`config.mk`:
```
export PLATFORM = sky130hd
export DESIGN_NAME = tcw_offset_unit
export DESIGN_NICKNAME = d
export VERILOG_FILES = /design/src/design/tcw_pkg.sv /design/src/design/tcw_offset_unit.sv
export SDC_FILE = /design/constraint.sdc
export NUM_CORES = 1
export LEC_CHECK = 0
export BUFFER_PORTS_ARGS = -buffer_cell sky130_fd_sc_hd__buf_2
export CAP_MARGIN = 5
export CORE_AREA = 2 2 39 41
export CTS_CLUSTER_SIZE = 12
export DETAILED_ROUTE_END_ITERATION = 10
export DIE_AREA = 0 0 41 43
export PLACE_DENSITY = 0.78
export SLEW_MARGIN = 5
export SYNTH_ARGS = -nofsm -noshare
export SYNTH_HDL_FRONTEND = slang
export SYNTH_SLANG_ARGS = --single-unit
```
`constraint.sdc`:
```
create_clock -name clock -period 2.6 [get_ports clock]
set_clock_uncertainty 0.1 [all_clocks]
set_input_delay 0.26 -clock clock [delete_from_list [all_inputs] [get_ports clock]]
set_output_delay 0.26 -clock clock [all_outputs]
set_load 0.03 [all_outputs]
```
`src/design/tcw_pkg.sv`:
```
// Shared constants and default sizes for the text console writer.
`default_nettype none
package tcw_pkg;

   // Default screen geometry and tab spacing.
   localparam int DEF_COLUMNS  = 80;
   localparam int DEF_ROWS     = 25;
   localparam int DEF_TAB_STOP = 4;

   // A cell holds the character in the low byte and the colour in the high byte.
   localparam int CELL_W = 16;

   localparam logic [7:0] CHAR_SPACE     = 8'h20;
   localparam logic [7:0] CHAR_NEWLINE   = 8'h0A;
   localparam logic [7:0] CHAR_TAB       = 8'h09;
   localparam logic [7:0] CHAR_RETURN    = 8'h0D;
   localparam logic [7:0] CHAR_BACKSPACE = 8'h08;

   localparam logic [7:0] RESET_COLOUR = 8'h0F;

endpackage
`default_nettype wire

```
`src/design/tcw_offset_unit.sv`:
```
// Shared offset unit: registers row * COLUMNS + column for addressing and reporting.
`default_nettype none
module tcw_offset_unit
   import tcw_pkg::*;
#(
   parameter int COLUMNS = DEF_COLUMNS,
   parameter int ROWS    = DEF_ROWS,
   localparam int CW = $clog2(COLUMNS + 1),
   localparam int RW = $clog2(ROWS),
   localparam int OW = $clog2(COLUMNS * ROWS + 1)
) (
   input  wire logic          clock,
   input  wire logic [RW-1:0] row_sel,
   input  wire logic [CW-1:0] col_sel,
   output logic      [OW-1:0] offset
);

   logic [OW-1:0] offset_ff;
   logic [OW-1:0] offset_in;

   assign offset_in = OW'(row_sel) * OW'(COLUMNS) + OW'(col_sel);

   always_ff @(posedge clock) begin
      offset_ff <= offset_in;
   end

   assign offset = offset_ff;

endmodule
`default_nettype wire

```
==> results of run 1 <==
layout by cell type, fill, tap and decap left out:
master	instances
sky130_fd_sc_hd__ha_1	9
sky130_fd_sc_hd__clkbuf_4	3
sky130_fd_sc_hd__a21o_1	3
sky130_fd_sc_hd__dlygate4sd3_1	4
sky130_fd_sc_hd__nand2_1	2
sky130_fd_sc_hd__clkbuf_1	1
sky130_fd_sc_hd__fa_1	2
sky130_fd_sc_hd__nand4_1	1
sky130_fd_sc_hd__xor2_1	3
sky130_fd_sc_hd__buf_2	23
sky130_fd_sc_hd__nor2_1	1
sky130_fd_sc_hd__xnor2_1	4
sky130_fd_sc_hd__a21oi_1	2
sky130_fd_sc_hd__dfxtp_1	11
layer usage:
layer / up-vias / global-route usage [%] / share of wire (%)
met5: - / 0 / 0
met4: 0 / 12.0 / 1.2
met3: 2 / 3.14 / 9.4
met2: 16 / 18.4 / 50
met1: 165 / 11.4 / 39
li1: 192 / - / -
cells by family after synthesis:
family	after synthesis
and+or+nand+nor	4
xor gates and xnor gates	7
DFF	11
adders and majority gates	11
AOI/OAI and AO/OA	5
power by group:
group | switching, uW | internal (uW)
clock network | 48.1 | 59.1
registers | 5.22 | 198
logic | 105 | 62.9
total | 159 | 319
layout make-up:
| type | instances | area (sq um) | area share [%] |
|---|---|---|---|
| sequential | 11 | 220 | 32.1 |
| tap | 16 | 20.0 | 2.92 |
| multi-input combinational | 27 | 264 | 38.5 |
| clock buffer | 4 | 26.3 | 3.83 |
| timing repair buffer | 27 | 155 | 22.6 |
through the flow:
stage | worst slack (ns) | instance area, sq um | hold slack (ns) | power, uW
after global routing | 0.588 | 686 | 0.105 | 518
after CTS | 0.694 | 686 | 0.101 | 488
after detailed placement | 0.420 | 619 | 0.264 | 372
final | 0.696 | 686 | 0.113 | 478
after floorplan | 0.678 | 484 | 0.188 | 324
after global placement | 0.482 | 619 | 0.264 | 368
path summary, 6_finish.rpt:
path                  depth (start not counted)                 end        from  slack [ns]
worst max-delay path                          8  offset[10]$_DFF_P_  row_sel[1]        0.70
worst min-delay path                          2   offset[4]$_DFF_P_  col_sel[4]        0.11
timing repair:
item,in CTS,in global routing
resized for setup,0,0
hold endpoints to repair,4,0
hold buffers,4,0
==> results.toml, run 1 <==
[pwr]
irDropWorstVdd_v = 0.000152
p_per_area_nw_per_um2 = 697
cellLeakagePower_uw = 0.000364

[route]
drt-initial-drc-count = 1
drtAntennaViolNets = 0
detail_route.first_pass.iterations = 3
number_of_remaining_drc_errors = 0
via_per_inst = 4.41
drt-total-wl_microns = 816
routedWlPerCell_microns = 9.60
via_total_after_detailed_routing = 375

[setup_path]
worst-endpoint-arrival_ns = 1.99
worstSetupPathType = "primary input to register"
crit_chain = "buf_2, ha_1, ha_1, fa_1, xor2_1, nand4_1, xnor2_1, xnor2_1"
crit_required_ns = 2.69
critical_path.max_fanout = 3
crit_path_max_incr_delay_ns = 0.38
cp_num_buf_inv = 1
setup.worst_path.start_class = "primary input"
crit_path_end_kind = "register"
critPathTopFamily = "adder cells"
timing.critical_path.slowest_stage_cell = "sky130_fd_sc_hd__fa_1"

[logic_synthesis]
synth_area_sq_um = 484
netlist-cell-type-count = 10
synth_compound_area_share_pct = 6.72
mux_contribution_to_synthesized_area_pct = 0
number_of_synthesis_warnings = 0
synth_commonest_cells = "11 x sky130_fd_sc_hd__dfxtp_1, 9 x sky130_fd_sc_hd__ha_1, 4 x sky130_fd_sc_hd__xnor2_1"
post_synth_fa_ha_maj_area_fraction_pct = 31.5
most_used_flip_flop_cell_after_synthesis = "sky130_fd_sc_hd__dfxtp_1"
synth_xor_xnor_area_share_pct = 12.7
syn_nets = 62
yosysSeqAreaShare_pct = 45.5
synth-edff-count = 0
largest_family_of_logic_cells_by_synthesized_area = "adder cells"
netlist.area_leader.share_pct = 45.5
cell_count_after_synthesis = 38
syn_area_per_cell_sq_um = 12.7
postSynth.asyncResetShare_pct = 0
yosys-top-cells-area = "sky130_fd_sc_hd__dfxtp_1 45%, sky130_fd_sc_hd__ha_1 23%, sky130_fd_sc_hd__fa_1 8.3%"
post-synth-top-area-cell = "sky130_fd_sc_hd__dfxtp_1"
synth.most_common_cell = "sky130_fd_sc_hd__dfxtp_1"
synth_simple_gate_area_share_pct = 3.62
postSynthRegisterBits = 11

[min_path]
hold_path.class = "primary input to register"

[placed_design]
number_of_placed_instances_taps_included = 77
hpwl_microns = 681
gp_congestion = 0.813
portBuffers = 23

[clock_network]
clock_sink_count = 11
cts.htree.levels = 1
post-cts-setup-buffers = 0
tritoncts.num_buffers = 3
clkSlewWorstSetupHoldPaths_ns = 0.06
ctsLongestPathBuffers = 2
cts_tree = "done"
clock_tree.root_cell = "sky130_fd_sc_hd__clkbuf_4"

[finish]
layoutNonFillerInstCount = 85
design.final.nets = 94
fin_util_pct = 49.5
layout-drive-gt1-share_pct = 37.7
num-fill-cells = 128
num_antenna_cells = 0
layout-area-overhead-vs-synth_pct = 41.6
largest_register_ffs = 11

[sta]
final_max_slew_viol_count = 0
timing.slew.headroom_pct = 85.5
tightestPinTransition_ns = 0.216
final_setup_violation_count = 0
fin_crit_sh_pct = 73.2
rsz_0062_raised_after_global_routing = "no"
final_hold_viol_count = 0
finalSetupTns_ns = 0
finalCriticalPeriod_ns = 1.90
fmaxAchievable_ghz = 0.525

[floorplanning]
row_count = 14
initial_utilization_pct = 35.0
io-pin-count = 24
die_h_microns = 43
coreArea_sq_um = 1380
die-area_sq_um = 1760
die_w_microns = 41

[global_route]
grt_pass1_vias = 355
grt_start_max_net_pins = 7
grt_first_pass_wirelength_microns = 1320
grt_antenna_before_repair = 0
globalRoute.totalOverflow = 0
grtUsageTotal_pct = 11.9

[run]
max_cap_viol_count = 0

[status]
status = "finished clean"
Power figures use the tool's default switching activity.
==> inputs of run 2 (changes only) <==
- PLACE_DENSITY: 0.78 -> 0.8
- clock period: 2.6 -> 1.7 ns (I/O delays scaled with it)
==> run 2 against run 1 <==
  * Sequential share of layout area is 3.5 points lower
  * First-iteration DRC count grew to 5.0 times the previous value
  * Sequential power up 53%
  * Hold slack worse by 0.097 ns
  * Critical path type unchanged
==> results.toml, run 2 (synthesis results as in run 1) <==
[finish]
multi_input_comb_area_sq_um = 294
largest_register_ffs = 11
layoutNonFillerInstCount = 92
layout-area-overhead-vs-synth_pct = 58.7
num-fill-cells = 118
fin_util_pct = 55.5
layout_commonest_cell = "sky130_fd_sc_hd__buf_2"
num_antenna_cells = 0
seqCellArea_sq_um = 220
design.final.nets = 101
finish.instance_area_sq_um = 768
layout-drive-gt1-share_pct = 48.7
layout.cells.most_common_list = "23 x sky130_fd_sc_hd__buf_2, 11 x sky130_fd_sc_hd__dfxtp_1, 7 x sky130_fd_sc_hd__buf_4"

[pwr]
power_frac_seq_pct = 40.0
cellLeakagePower_uw = 0.000394
p_int_uw = 520
switching_share_pct = 33.1
power_frac_comb_pct = 38.5
p_per_area_nw_per_um2 = 1010
irDropWorstVdd_v = 0.000306
share_clk_of_total_power_pct = 21.5
switchingPower_uw = 257

[floorplanning]
die_h_microns = 43
die_w_microns = 41
die-area_sq_um = 1760
initial_utilization_pct = 35.0
io-pin-count = 24
row_count = 14
coreArea_sq_um = 1380

[sta]
tightestPinTransition_ns = 0.199
final_setup_violation_count = 0
final_max_slew_viol_count = 0
rsz_0062_raised_after_global_routing = "no"
fmaxAchievable_ghz = 0.617
timing.slew.headroom_pct = 86.7
finalCriticalPeriod_ns = 1.62
fin_crit_sh_pct = 95.4
final_hold_viol_count = 0

[clock_network]
clkSlewWorstSetupHoldPaths_ns = 0.06
ctsLongestPathBuffers = 2
post-cts-setup-buffers = 0
cts_tree = "done"
cts.repair.resized = 0
cts.htree.levels = 1
clock_tree.root_cell = "sky130_fd_sc_hd__clkbuf_4"
hold_buffer_count_at_cts = 4
tritoncts.num_buffers = 3
clock_sink_count = 11

[setup_path]
critical_path.max_fanout = 2
worstSetupPathType = "primary input to register"
crit_path_end_kind = "register"
crit_required_ns = 1.75
setup.worst_path.start_class = "primary input"
critical_path.startpoint = "row_sel[1]"
worst-endpoint-arrival_ns = 1.67

[route]
routedWlPerCell_microns = 10.2
via_per_inst = 4.57
drtAntennaViolNets = 0
drt-total-wl_microns = 942
via_total_after_detailed_routing = 420
drt-initial-drc-count = 5
detail_route.first_pass.iterations = 2
number_of_remaining_drc_errors = 0

[placed_design]
gp_congestion = 0.773
portBuffers = 23
placedInstanceArea_sq_um = 702
number_of_placed_instances_taps_included = 84

[run]
max_cap_viol_count = 0

[global_route]
grt_first_pass_wirelength_microns = 1570
grt_antenna_before_repair = 0
grt_start_max_net_pins = 7
globalRoute.totalOverflow = 0
grt_pass1_vias = 410
grtUsageTotal_pct = 14.1

[status]
status = "finished clean"

[min_path]
hold_start = "col_sel[4]"
hold_path.class = "primary input to register"
-- run 2: changes by cell type in the layout (fill, tap and decap cells not counted) --
| cell | change |
|---|---|
| sky130_fd_sc_hd__ha_4 | +2 |
| sky130_fd_sc_hd__ha_2 | +1 |
| sky130_fd_sc_hd__ha_1 | -3 |
| sky130_fd_sc_hd__fa_2 | +1 |
| sky130_fd_sc_hd__buf_4 | +7 |
| sky130_fd_sc_hd__fa_1 | -1 |
-- run 2: power by group through the flow --
stage / Combinational (uW) / Clock (uW) / Sequential [uW]
floorplan: 95.2 / 0 / 411
global placement: 285 / 0 / 316
detailed placement: 293 / 0 / 317
CTS: 302 / 177 / 311
global route: 328 / 193 / 317
finish: 299 / 167 / 311
-- run 2: worst max-delay path, stage by stage --
cell and delay (ns):
sky130_fd_sc_hd__buf_2 0.12, sky130_fd_sc_hd__ha_4 0.24, sky130_fd_sc_hd__ha_4 0.16, sky130_fd_sc_hd__fa_2 0.35, sky130_fd_sc_hd__xor2_1 0.21, sky130_fd_sc_hd__nand4_1 0.14, sky130_fd_sc_hd__xnor2_1 0.15, sky130_fd_sc_hd__xnor2_1 0.13
-- run 2: area by class of cell --
cell class | count | area share (%)
Clock buffer | 4 | 3.42
Multi-Input combinational cell | 27 | 38.3
Sequential cell | 11 | 28.7
Tap cell | 16 | 2.61
Timing Repair Buffer | 34 | 27.0
-- run 2: worst paths after layout --
check,slack (ns),cells after the start,end
max,0.08,8,offset[10]$_DFF_P_
min,0.02,2,offset[4]$_DFF_P_
-- run 2: per-layer routing --
layer	GRT usage [%]	vias to the layer above	share of wire, %
met4	14.0	0	3.7
met5	0	-	0
li1	-	207	-
met1	12.6	191	34
met2	23.1	18	54
met3	3.14	4	8.8
-- run 2: stage by stage --
stage | hold slack [ns] | setup slack (ns) | power [uW] | TNS (ns)
3_3_place_gp | 0.174 | -0.139 | 601 | -0.249
6_report | 0.0164 | 0.0782 | 777 | 0
2_1_floorplan | 0.0977 | -0.0125 | 506 | -0.0125
5_1_grt | 0.00578 | 0.0101 | 837 | 0
4_1_cts | 0.00738 | 0.0833 | 789 | 0
3_5_place_dp | 0.175 | -0.200 | 610 | -0.363
==> inputs of run 3 (changes only) <==
- BUFFER_PORTS_ARGS: -buffer_cell sky130_fd_sc_hd__buf_2 -> -buffer_cell sky130_fd_sc_hd__buf_4
==> run 3 against run 2 <==
  * Hold slack better by 0.0010 ns
  * Flip-flop and latch count did not move
  * Highest routed layer unchanged
  * Global-route usage down 2.1 points
==> results.toml, run 3 (synthesis results as in run 1) <==
[setup_path]
timing.critical_path.slowest_stage_cell = "sky130_fd_sc_hd__fa_2"
crit_required_ns = 1.75
crit_chain = "buf_4, ha_4, ha_4, fa_2, xor2_2, nand4_1, xnor2_1, xnor2_1"
critPathTopFamily = "adder cells"
crit_path_end_kind = "register"
worstSetupPathType = "primary input to register"
critical_path.max_fanout = 2
cp_num_buf_inv = 1
setup.worst_path.start_class = "primary input"
crit_path_max_incr_delay_ns = 0.37
worst-endpoint-arrival_ns = 1.65

[floorplanning]
io-pin-count = 24
initial_utilization_pct = 35.0
die-area_sq_um = 1760
coreArea_sq_um = 1380
die_w_microns = 41
die_h_microns = 43
row_count = 14

[pwr]
p_per_area_nw_per_um2 = 980
power_after_layout_uw = 812
irDropWorstVdd_v = 0.000293
cellLeakagePower_uw = 0.000410

[finish]
layout_commonest_cell = "sky130_fd_sc_hd__buf_4"
largest_register_ffs = 11
finish.instance_area_sq_um = 828
layout-area-overhead-vs-synth_pct = 71.1
design.final.nets = 100
num_antenna_cells = 0
layout.cells.most_common_list = "28 x sky130_fd_sc_hd__buf_4, 11 x sky130_fd_sc_hd__dfxtp_1, 6 x sky130_fd_sc_hd__ha_1"
layout-drive-gt1-share_pct = 48.0

[sta]
tightestPinTransition_ns = 0.222
timing.slew.headroom_pct = 85.2
final_hold_viol_count = 0
rsz_0062_raised_after_global_routing = "no"
finalCriticalPeriod_ns = 1.60
fin_crit_sh_pct = 94.4
fmaxAchievable_ghz = 0.623
final_setup_violation_count = 0
final_max_slew_viol_count = 0

[route]
routedWlPerCell_microns = 10.0
number_of_remaining_drc_errors = 0
via_total_after_detailed_routing = 404
detail_route.first_pass.iterations = 4
drtAntennaViolNets = 0
drt-initial-drc-count = 4
drt-total-wl_microns = 913
via_per_inst = 4.44

[clock_network]
ctsLongestPathBuffers = 2
clock_sink_count = 11
cts_tree = "done"
post-cts-setup-buffers = 0
clkSlewWorstSetupHoldPaths_ns = 0.06
tritoncts.num_buffers = 3
cts.htree.levels = 1
clock_tree.root_cell = "sky130_fd_sc_hd__clkbuf_4"

[status]
status = "finished clean"

[min_path]
hold_path.class = "primary input to register"

[global_route]
grt_first_pass_wirelength_microns = 1460
globalRoute.totalOverflow = 0
grt_pass1_vias = 396
grtUsageTotal_pct = 12.0
grt_antenna_before_repair = 0
grt_start_max_net_pins = 7

[placed_design]
gp_congestion = 0.780
portBuffers = 23
placedInstanceArea_sq_um = 744

[run]
max_cap_viol_count = 0
-- run 3: area by class of cell --
class / instances / area [sq um]
Timing Repair Buffer: 33 / 260
Sequential cell: 11 / 220
Clock buffer: 4 / 26.3
Fill cell: 113 / 556
Multi-Input combinational cell: 27 / 302
Tap cell: 16 / 20.0
-- run 3: path summary, 6_finish.rpt --
kind,start,cells after the start,endpoint,slack [ns]
worst min-delay path,col_sel[4],2,offset[4]$_DFF_P_,0.02
worst max-delay path,row_sel[1],8,offset[10]$_DFF_P_,0.1
-- run 3: stage by stage --
| stage | setup TNS (ns) | utilization [%] | setup WS (ns) | std cells | hold WS, ns |
|---|---|---|---|---|---|
| floorplan | -0.0125 | - | -0.0125 | 38 | 0.0977 |
| global placement | -0.282 | 53.8 | -0.182 | 82 | 0.176 |
| global route | 0 | 59.9 | 0.00364 | 91 | 0.0159 |
| finish | 0 | 59.9 | 0.0956 | 91 | 0.0175 |
| CTS | 0 | 59.3 | 0.0616 | 91 | 0.0140 |
| detailed placement | -0.365 | 53.8 | -0.213 | 82 | 0.176 |
-- run 3: routing by layer --
| metal | track usage [%] | vias up | share of wire, % |
|---|---|---|---|
| met5 | 0 | - | 0 |
| met4 | 6.00 | 0 | 1.2 |
| met2 | 22.2 | 18 | 54 |
| li1 | - | 204 | - |
| met1 | 11.7 | 180 | 37 |
| met3 | 1.57 | 2 | 8.1 |
-- run 3: timing repair --
action,in CTS,in global routing
setup endpoints to repair,0,1
hold endpoints to repair,5,0
hold buffers,5,0
resized for setup,0,1
-- run 3: report_power, final --
part / internal (uW) / leakage [uW] / switching (uW)
registers: 303 / 0.0000928 / 11.2
logic: 159 / 0.000302 / 173
clock network: 90.5 / 0.0000150 / 75.6
total: 552 / 0.000410 / 260
